[config.mk]
export PLATFORM = sky130hd
export DESIGN_NAME = rational_reduce_and_divide
export DESIGN_NICKNAME = d
export VERILOG_FILES = /design/src/rtl/rrd_pkg.sv /design/src/rtl/rrd_datapath.sv /design/src/rtl/rrd_control.sv /design/src/rtl/rational_reduce_and_divide.sv
export SDC_FILE = /design/constraint.sdc
export NUM_CORES = 2
export LEC_CHECK = 0
export ABC_AREA = 1
export ABC_CLOCK_PERIOD_IN_PS = 8400
export BUFFER_PORTS_ARGS = -buffer_cell sky130_fd_sc_hd__buf_2
export CAP_MARGIN = 20
export CORE_MARGIN = 10
export CORE_UTILIZATION = 60
export CTS_BUF_LIST = sky130_fd_sc_hd__clkbuf_4
export CTS_CLUSTER_DIAMETER = 100
export DETAILED_ROUTE_END_ITERATION = 10
export GPL_ROUTABILITY_DRIVEN = 0
export PLACE_DENSITY = 0.75
export SKIP_CTS_REPAIR_TIMING = 1
export SLEW_MARGIN = 10
export SYNTH_ARGS = -nofsm -noshare
export SYNTH_HDL_FRONTEND = slang
export SYNTH_SLANG_ARGS = --single-unit
export TNS_END_PERCENT = 1
[constraint.sdc]
create_clock -name clock -period 8.4 [get_ports clock]
set_input_delay 1.68 -clock clock [delete_from_list [all_inputs] [get_ports clock]]
set_output_delay 1.68 -clock clock [all_outputs]
set_load 0.005 [all_outputs]
[src/rtl/rrd_pkg.sv]
// Shared types and constants for the rational reduce and divide block.
package rrd_pkg;

   localparam int unsigned WIDTH_DEFAULT = 32;
   localparam int unsigned FIELD_W       = 32;
   localparam int unsigned DEN_W         = 31;
   localparam int unsigned PROD_W        = 64;
   localparam int unsigned CNT_W         = 7;

   typedef enum logic [1:0] {
      STATUS_OK       = 2'd0,
      STATUS_ZERO_DEN = 2'd1,
      STATUS_DIV_ZERO = 2'd2,
      STATUS_OVERFLOW = 2'd3
   } status_type;

   typedef enum logic {
      OP_NORMALIZE = 1'b0,
      OP_DIVIDE    = 1'b1
   } op_type;

   // controller -> datapath
   typedef struct packed {
      logic load;        // capture operands, form magnitudes
      logic mul_lo;      // first half of cross products
      logic mul_hi;      // second half of cross products
      logic gcd_step;    // not driven by the controller nor read by the datapath
      logic rem_init;    // set up restoring division of x by y
      logic rem_bit;     // one quotient bit
      logic rem_done;    // y <- remainder
      logic div_init;    // start dividing n and d by g
      logic div_bit;
      logic finish;      // form result
   } cmd_type;

   // datapath -> controller
   typedef struct packed {
      logic       y_zero;
      logic       n_zero;
      logic       last_bit;
      status_type early;
   } stat_type;

endpackage

[src/rtl/rrd_datapath.sv]
// Datapath: operand magnitudes, cross products, GCD by bit-serial remainder, reduction.
module rrd_datapath import rrd_pkg::*; #(
   parameter int unsigned WIDTH = WIDTH_DEFAULT
) (
   input  logic                      clock,
   input  logic                      reset,
   input  cmd_type                   cmd,
   output stat_type                  stat,
   input  logic                      req_op,
   input  logic signed [FIELD_W-1:0] req_a_num,
   input  logic signed [FIELD_W-1:0] req_a_den,
   input  logic signed [FIELD_W-1:0] req_b_num,
   input  logic signed [FIELD_W-1:0] req_b_den,
   output logic signed [FIELD_W-1:0] res_num,
   output logic        [DEN_W-1:0]   res_den,
   output status_type                res_status
);

   localparam logic [PROD_W-1:0] LIM = (PROD_W'(1) << (WIDTH - 1)) - PROD_W'(1);

   logic [FIELD_W-1:0] an_ff, ad_ff, bn_ff, bd_ff;
   logic               op_ff, neg_ff;
   logic [PROD_W-1:0]  n_ff, d_ff, x_ff, y_ff, r_ff, q_ff, q2_ff;
   logic [CNT_W-1:0]   cnt_ff;
   logic               phase_ff;   // at div_init, 0: load n, 1: load d
   status_type         early_ff;
   logic signed [FIELD_W-1:0] rn_ff;
   logic [DEN_W-1:0]   rd_ff;
   status_type         rs_ff;

   function automatic logic [FIELD_W-1:0] mag(input logic [FIELD_W-1:0] v);
      return v[FIELD_W-1] ? (~v + FIELD_W'(1)) : v;
   endfunction

   logic [PROD_W-1:0] rem_shift, rem_sub;
   logic [PROD_W-1:0] dvd, dvs;
   logic [PROD_W:0]   trial;
   assign dvs   = cmd.div_bit ? x_ff : y_ff;
   assign dvd   = q_ff;
   assign rem_shift = {r_ff[PROD_W-2:0], dvd[PROD_W-1]};
   assign trial = {1'b0, rem_shift} - {1'b0, dvs};
   assign rem_sub = trial[PROD_W] ? rem_shift : trial[PROD_W-1:0];

   logic [31:0] mul_a, mul_b;
   logic [63:0] mul_p;
   assign mul_a = cmd.mul_lo ? an_ff : ad_ff;
   assign mul_b = cmd.mul_lo ? bd_ff : bn_ff;
   assign mul_p = 64'(mul_a) * 64'(mul_b);

   always_ff @(posedge clock) begin
      if (cmd.load) begin
         op_ff  <= req_op;
         an_ff  <= mag(req_a_num);
         ad_ff  <= mag(req_a_den);
         bn_ff  <= mag(req_b_num);
         bd_ff  <= mag(req_b_den);
         neg_ff <= req_a_num[FIELD_W-1] ^ req_a_den[FIELD_W-1]
                   ^ (req_op & (req_b_num[FIELD_W-1] ^ req_b_den[FIELD_W-1]));
         if (req_a_den == '0 || (req_op && req_b_den == '0))
            early_ff <= STATUS_ZERO_DEN;
         else if (req_op && req_b_num == '0)
            early_ff <= STATUS_DIV_ZERO;
         else
            early_ff <= STATUS_OK;
      end
      if (cmd.mul_lo) begin
         n_ff <= op_ff ? mul_p : PROD_W'(an_ff);
      end
      if (cmd.mul_hi) begin
         d_ff <= op_ff ? mul_p : PROD_W'(ad_ff);
         x_ff <= n_ff;
         y_ff <= op_ff ? mul_p : PROD_W'(ad_ff);
      end
      if (cmd.rem_init) begin
         q_ff   <= x_ff;
         r_ff   <= '0;
         cnt_ff <= '0;
      end
      if (cmd.rem_bit || cmd.div_bit) begin
         q_ff   <= {q_ff[PROD_W-2:0], ~trial[PROD_W]};
         r_ff   <= rem_sub;
         cnt_ff <= cnt_ff + CNT_W'(1);
      end
      if (cmd.rem_done) begin
         x_ff <= y_ff;
         y_ff <= r_ff;
      end
      if (cmd.div_init) begin
         q_ff     <= phase_ff ? d_ff : n_ff;
         r_ff     <= '0;
         cnt_ff   <= '0;
         if (phase_ff) q2_ff <= q_ff;
      end
      if (cmd.finish) begin
         rs_ff <= early_ff;
         rn_ff <= '0;
         rd_ff <= DEN_W'(1);
         if (early_ff == STATUS_OK && n_ff != '0) begin
            if (q2_ff > LIM || q_ff > LIM) begin
               rs_ff <= STATUS_OVERFLOW;
            end else begin
               rn_ff <= neg_ff ? -FIELD_W'(q2_ff) : FIELD_W'(q2_ff);
               rd_ff <= DEN_W'(q_ff);
            end
         end
      end
   end

   always_ff @(posedge clock) begin
      if (reset) begin
         phase_ff <= 1'b0;
      end else if (cmd.load) begin
         phase_ff <= 1'b0;
      end else if (cmd.div_init) begin
         phase_ff <= ~phase_ff;
      end
   end

   assign stat.y_zero   = (y_ff == '0);
   assign stat.n_zero   = (n_ff == '0);
   assign stat.last_bit = (cnt_ff == CNT_W'(PROD_W - 1));
   assign stat.early    = early_ff;

   assign res_num    = rn_ff;
   assign res_den    = rd_ff;
   assign res_status = rs_ff;

endmodule

[src/rtl/rrd_control.sv]
// Controller state machine sequencing load, multiply, GCD and reduction.
module rrd_control import rrd_pkg::*; (
   input  logic     clock,
   input  logic     reset,
   input  logic     start,
   output logic     busy,
   output logic     rsp_valid,
   output cmd_type  cmd,
   input  stat_type stat
);

   typedef enum logic [9:0] {
      S_IDLE  = 10'b0000000001,
      S_MUL1  = 10'b0000000010,
      S_MUL2  = 10'b0000000100,
      S_CHECK = 10'b0000001000,
      S_REM   = 10'b0000010000,
      S_RDONE = 10'b0000100000,
      S_DINIT = 10'b0001000000,
      S_DIV   = 10'b0010000000,
      S_FIN   = 10'b0100000000,
      S_OUT   = 10'b1000000000
   } state_type;

   state_type state_ff, state_in;
   logic      second_ff, second_in;

   always_comb begin
      state_in  = state_ff;
      second_in = second_ff;
      cmd       = '0;
      unique case (state_ff)
         S_IDLE: begin
            if (start) begin
               cmd.load = 1'b1;
               state_in = S_MUL1;
            end
         end
         S_MUL1: begin
            cmd.mul_lo = 1'b1;
            state_in   = S_MUL2;
         end
         S_MUL2: begin
            cmd.mul_hi = 1'b1;
            state_in   = S_CHECK;
         end
         S_CHECK: begin
            if (stat.early != STATUS_OK || stat.n_zero) begin
               state_in = S_FIN;
            end else if (stat.y_zero) begin
               second_in = 1'b0;
               state_in  = S_DINIT;
            end else begin
               cmd.rem_init = 1'b1;
               state_in     = S_REM;
            end
         end
         S_REM: begin
            cmd.rem_bit = 1'b1;
            if (stat.last_bit) state_in = S_RDONE;
         end
         S_RDONE: begin
            cmd.rem_done = 1'b1;
            state_in     = S_CHECK;
         end
         S_DINIT: begin
            cmd.div_init = 1'b1;
            state_in     = S_DIV;
         end
         S_DIV: begin
            cmd.div_bit = 1'b1;
            if (stat.last_bit) begin
               if (second_ff) begin
                  state_in = S_FIN;
               end else begin
                  second_in = 1'b1;
                  state_in  = S_DINIT;
               end
            end
         end
         S_FIN: begin
            cmd.finish = 1'b1;
            state_in   = S_OUT;
         end
         S_OUT: begin
            state_in = S_IDLE;
         end
         default: state_in = S_IDLE;
      endcase
   end

   always_ff @(posedge clock) begin
      if (reset) begin
         state_ff  <= S_IDLE;
         second_ff <= 1'b0;
      end else begin
         state_ff  <= state_in;
         second_ff <= second_in;
      end
   end

   assign busy      = (state_ff != S_IDLE);
   assign rsp_valid = (state_ff == S_OUT);

   a_onehot: assert property (@(posedge clock) disable iff (reset) $onehot(state_ff))
      else $error("state not one-hot");
   a_out_once: assert property (@(posedge clock) disable iff (reset)
      rsp_valid |=> !rsp_valid) else $error("double strobe");
   a_fin_out: assert property (@(posedge clock) disable iff (reset)
      state_ff == S_FIN |=> rsp_valid) else $error("finish without strobe");

endmodule

[src/rtl/rational_reduce_and_divide.sv]
// Top level: rational normalize / divide with GCD reduction.
//  channel | ports                                   | handshake
//  request | req_op, req_a_num/den, req_b_num/den    | start & !busy
//  result  | rsp_res_num, rsp_res_den, rsp_status    | rsp_valid, one cycle
// Errors and a zero numerator go straight to the result; otherwise each Euclid
// step and the two final divisions of n and d by the GCD run on the
// bit-serial 64-bit restoring divider shared by all steps.
// Synchronous reset returns the controller to idle; results cannot be stalled.
module rational_reduce_and_divide import rrd_pkg::*; #(
   parameter int unsigned WIDTH = WIDTH_DEFAULT
) (
   input  logic                      clock,
   input  logic                      reset,
   input  logic                      start,
   output logic                      busy,
   input  logic                      req_op,
   input  logic signed [FIELD_W-1:0] req_a_num,
   input  logic signed [FIELD_W-1:0] req_a_den,
   input  logic signed [FIELD_W-1:0] req_b_num,
   input  logic signed [FIELD_W-1:0] req_b_den,
   output logic                      rsp_valid,
   output logic signed [FIELD_W-1:0] rsp_res_num,
   output logic        [DEN_W-1:0]   rsp_res_den,
   output logic        [1:0]         rsp_status
);

   cmd_type    cmd;
   stat_type   stat;
   status_type st;

   rrd_control u_ctl (
      .clock, .reset, .start, .busy, .rsp_valid, .cmd, .stat
   );

   rrd_datapath #(.WIDTH(WIDTH)) u_dp (
      .clock, .reset, .cmd, .stat,
      .req_op, .req_a_num, .req_a_den, .req_b_num, .req_b_den,
      .res_num(rsp_res_num), .res_den(rsp_res_den), .res_status(st)
   );

   assign rsp_status = st;

endmodule
======== Word level (Yosys, flattened, before mapping) ========
Cells that the tools add are included.
Widths: inputs -> output; s select.
operators by class
  $add $sub $neg .......................... 7
  multipliers ............................. 1
  order comparisons ....................... 2
  equal/unequal tests ..................... 17
  muxes and demuxes ....................... 49
  bitwise gates (word level) .............. 11
  reduce and logical (&&, ||, !) cells .... 25
operators by type and width
  cell                   number
  $mux 64                13
  $add 32x1->32 const B  4
  $gt 64x31->1 const B   2
  $logic_not 64->1       2
  $mux 32                4
  $not 32->32            4
  $mux 31                4
  $logic_not 32->1       3
  $pmux 10 s8            1
  $sub 64x64->65         1
  $mul 32x32->64         1
  $reduce_bool 64->1     1
  $neg 32->32            1
  $mux 10                3
  $mux 7                 3
  $mux 9                 2
  $mux 1                 15
  $eq 10x1->1 const B    1
  $eq 10x10->1 const B   1
  $eq 10x2->1 const B    1
  $eq 10x3->1 const B    1
  $eq 10x4->1 const B    1
  $eq 10x5->1 const B    1
  $eq 10x6->1 const B    1
  other kinds (21)       41
word-level totals
  flip-flop bits (word level) ............. 664
  input bits .............................. 132
  output and inout bits ................... 67
  logic and storage cells ................. 138

======== Longest topological paths before layout ========
  depth after elaboration ................. 7
  depth in mapped cells ................... 39
  depth with buffers taken out ............ 37

======== Modules after synthesis ========
A second synthesis with hierarchy kept.
second synthesis, totals
  cells, all modules ...................... 8711
  area total of the unflattened synthesis .. 70466.3 sq um
modules (own cells, without submodules)
  module        times used  cells each  area each (sq um)  sequential area each (sq um)
  rrd_datapath  1           8594        69714.4            18888.1
  rrd_control   1           117         752.0              220.2

======== Worst setup path before layout ========
No wires, ideal clock.
  path kind ............................... register to register
  from .................................... register u_ctl.state_ff[4]
  to ...................................... register u_dp.y_ff[49], data pin
  setup time .............................. 0.254 ns
  arrival time ............................ 7.382 ns
  required time ........................... 8.146 ns
  slack ................................... 0.764 ns
  cell stages (with the launch flop) ...... 34
  buffers on the path ..................... 3
  period minus slack after synthesis ...... 7.636 ns
  cells stage by stage .................... dfxtp_1 nor2_2 nand2_1 inv_2 nand4_4 inv_4 buf_6 buf_6 nand2_1 nand2_2 buf_2 nand2_1 fa_1 inv_1 fa_1 fa_1 fa_1 fa_1 fa_1 fa_1 inv_1 fa_1 inv_1 ha_1 a21oi_1 o21ai_0 a21oi_1 inv_1 a21oi_1 nand3_1 nand2_1 nand2_1 nand3_1 nand2_1
between the ends
  longest elaborated chain between the ends .. 7
  elaborated cells on any way between the ends .. 10
  those cells by class .................... mul: 1; eq/ne: 2; mux: 7
ends and longest elaborated chain
  item                        RTL line                                RTL
  from (decl)                 rrd_control.sv:25                       state_type state_ff, state_in;
  from (signal assigned)      rrd_control.sv:97                       state_ff <= state_in;
  $eq 10x2->1                 rrd_control.sv:32                       unique case (state_ff)
  $mux 1                      rrd_control.sv:32
  $mux 32 (on tied branches)  rrd_datapath.sv:46, rrd_datapath.sv:47
  $mul 32x32->64              rrd_datapath.sv:48                      assign mul_p = 64'(mul_a) * 64'(mul_b);
  $mux 64                     n/a
  $mux 64                     rrd_datapath.sv:69                      if (cmd.mul_hi) begin
  $mux 64 (*)                 rrd_datapath.sv:84                      if (cmd.rem_done) begin
  to (signal assigned)        rrd_datapath.sv:72                      y_ff <= op_ff ? mul_p : PROD_W'(ad_ff);
  to (signal assigned)        rrd_datapath.sv:86                      y_ff <= r_ff;
  to (decl)                   rrd_datapath.sv:23                      logic [PROD_W-1:0] n_ff, d_ff, x_ff, y_ff, r_ff, q_ff, q2_ff;
Every way passes the cells marked *; elsewhere a longest branch is shown, timed or not. The select of a mux whose other input is x is not followed.
A chain may end at the register's enable or synchronous reset.

======== Worst setup path after layout ========
  from .................................... register u_ctl.state_ff[5]
  to ...................................... register u_dp.y_ff[63], data pin
The elaborated chain is that of the path after synthesis.

==> flow_summary.json <==
{
  "fin_crit_sh_pct": 99.9,
  "grt_max_degree": 93,
  "drcViolationCount": 2,
  "dieArea_um2": 132000,
  "hp-class": "flip-flop to flip-flop",
  "final_area_um2": 79400,
  "worstPathMaxFanout": 7,
  "fin_ws_ns": 0.0101,
  "startpoint": "u_ctl.state_ff[5]",
  "vias": 64600,
  "synth_edf_count": 581,
  "async_flop_share_pct": 0,
  "synthesis.area_um2": 70700,
  "grt_usage_pct": 38.2,
  "crit_type": "flip-flop to flip-flop",
  "synth_ff_type": "edfxtp_1",
  "place_worst_setup_slack_ns": -0.0854,
  "htree_num_levels": 4,
  "clock-sinks": 664,
  "ant_nets": 0,
  "io_buffers": 198,
  "violations": "DRC",
  "required_ns": 9.21,
  "synthesis.instances": 8671,
  "clockBufferDepth": 3,
  "rsz0062_at_grt": "true",
  "status": "finished with violations",
  "max_slew_margin_pct": 18.3,
  "seqCellArea_um2": 19100,
  "grt-ovfl-total": 0,
  "syn-mean-instance-area_um2": 8.15,
  "nNetsFinal": 10500,
  "crit_path_top_delay_cell": "fa_1",
  "vias_per_cell": 5.98,
  "root_buffer": "clkbuf_4",
  "grt_pass1_wl_mm": 381,
  "numCtsBuffers": 174,
  "multiInputGateArea_um2": 44700,
  "arrival_ns": 9.20,
  "die_w_um": 363,
  "report.final.slew_viol_count": 0,
  "synth.yosys.seq_area_share_pct": 27.0,
  "crit_top_cell": "fa_1",
  "syn-num-nets": 10000,
  "setup_viol": 0,
  "cts_tree": "yes",
  "yosysUniqueCellTypes": 53,
  "end_kind": "flip-flop",
  "reg2reg_from": "u_ctl.state_ff[5]",
  "drt_wl_total_mm": 255,
  "core_area_um2": 117000,
  "fin_skew_ns": 0.114,
  "firstDrtPassIters": 11,
  "start_util_pct": 60.6,
  "die_h_um": 363,
  "maxCapViolCount": 0,
  "area_growth_pct": 12.3,
  "clkTransAtPathRegs_ns": 0.06,
  "hold_start": "u_dp.dvd[1]",
  "place_area_um2": 75700,
  "final_cell_mix": "nand2_1 (1865), inv_1 (1636), nor2_1 (1181)",
  "fillers": 9326,
  "insertion_delay_ns": 1.15,
  "ios": 199,
  "dp_hpwl_mm": 199,
  "slowest_delay_ns": 0.61,
  "tightest_slew_ns": 1.21,
  "grt_pass1_vias": 65200,
  "wl_per_cell_um": 23.6,
  "post-route-min-period_ns": 8.39,
  "fmax_mhz": 119,
  "drive_gt1_share_pct": 13.5,
  "ys_ff_latch": 664,
  "start_kind": "flip-flop",
  "grt_antenna_before_repair": 8,
  "num_rows": 125,
  "drt-initial-drc-count": 8820,
  "yosysWarnings": 0,
  "final_common_cell": "nand2_1",
  "holdWs_ns": 0.399,
  "finalHoldViolCount": 0
}
-- cell type report --
type | instances | share of cell area (%)
multi-input combinational | 5999 | 56.4
timing repair buffer | 596 | 6.05
clock inverter | 48 | 0.424
tap | 1524 | 2.40
clock buffer | 262 | 2.48
antenna | 8 | 0.0252
timing repair inverter | 2 | 0.0221
inverter | 1701 | 8.15
sequential | 664 | 24.1
-- flip-flops by register name (all words and copies together), names as in the netlist, 2 cells and up --
register,count
u_ctl.state_ff,10
u_dp.ad_ff,32
u_dp.an_ff,32
u_dp.bd_ff,32
u_dp.bn_ff,32
u_dp.cnt_ff,7
u_dp.d_ff,64
u_dp.dvd,64
u_dp.early_ff,2
u_dp.n_ff,64
u_dp.q2_ff,64
u_dp.r_ff,64
u_dp.res_den,31
u_dp.res_num,32
u_dp.res_status,2
u_dp.x_ff,64
u_dp.y_ff,64
-- cell families (layout without fill, tap and decap cells) --
| logic type | Yosys count | count (layout) | share of synthesized area, % |
|---|---|---|---|
| AOI/OAI and AO/OA | 892 | 892 | 7.08 |
| xor gates and xnor gates | 156 | 156 | 1.93 |
| adders and majority gates | 1230 | 1230 | 31.3 |
| buffers and inverters | 2008 | 2609 | 11.2 |
| DFF | 664 | 664 | 27.0 |
| muxes | 10 | 10 | 0.142 |
| other | 0 | 8 | 0 |
| and+or+nand+nor | 3711 | 3711 | 21.3 |
-- stage by stage --
step	TNS (ns)	utilization, %	std cells
3_5_place_dp	-0.401	64.9	10500
3_3_place_gp	0	64.9	10500
2_1_floorplan	0	-	8671
4_1_cts	-3.03	66.9	10800
6_report	0	68.1	10800
5_1_grt	-10.44	68.1	10800
-- worst paths after layout --
check / endpoint / slack [ns] / cells past startpoint
setup / recovery: u_dp.y_ff[63] / 0.01 / 36
setup reg to reg: u_dp.y_ff[63] / 0.01 / 36
hold reg to reg: u_dp.q2_ff[1] / 0.40 / 0
hold / removal: u_dp.q2_ff[1] / 0.40 / 0
-- Yosys cell counts (35+ instances only) --
cell / instances / area share [%]
dfxtp_1: 83 / 2.4
o21ai_0: 397 / 2.8
nand2_1: 1896 / 10
nor2_1: 1245 / 6.6
fa_1: 897 / 25
buf_2: 164 / 1.2
xnor2_1: 63 / 0.78
xor2_1: 93 / 1.2
o221ai_1: 44 / 0.55
clkbuf_1: 103 / 0.55
edfxtp_1: 581 / 25
a21oi_1: 335 / 2.4
nor3_1: 66 / 0.47
inv_1: 1644 / 8.7
nand4_1: 87 / 0.77
nor4_1: 35 / 0.31
ha_1: 333 / 5.9
inv_2: 52 / 0.28
nand3_1: 303 / 2.1
-- layer usage --
| layer | wire (µm) | vias to the layer above | track usage, % | share of wire [%] |
|---|---|---|---|---|
| met5 | 56 | - | 0 | 0.022 |
| li1 | - | 27900 | - | - |
| met4 | 24100 | 8 | 28.2 | 9.4 |
| met3 | 39400 | 1345 | 14.9 | 15 |
| met2 | 109000 | 5004 | 57.6 | 43 |
| met1 | 82500 | 30300 | 44.1 | 32 |
-- critical path, delay by kind of cell (launching register included) --
kind	cells	cell delay (ns)
DFF	1	0.34
buffers and inverters	10	1.24
and+or+nand+nor	14	1.43
AOI/OAI and AO/OA	3	0.68
adders and majority gates	9	4.37
Power is not shown: default switching activity piles up to over one toggle a cycle in this logic, so the estimate is an artifact.
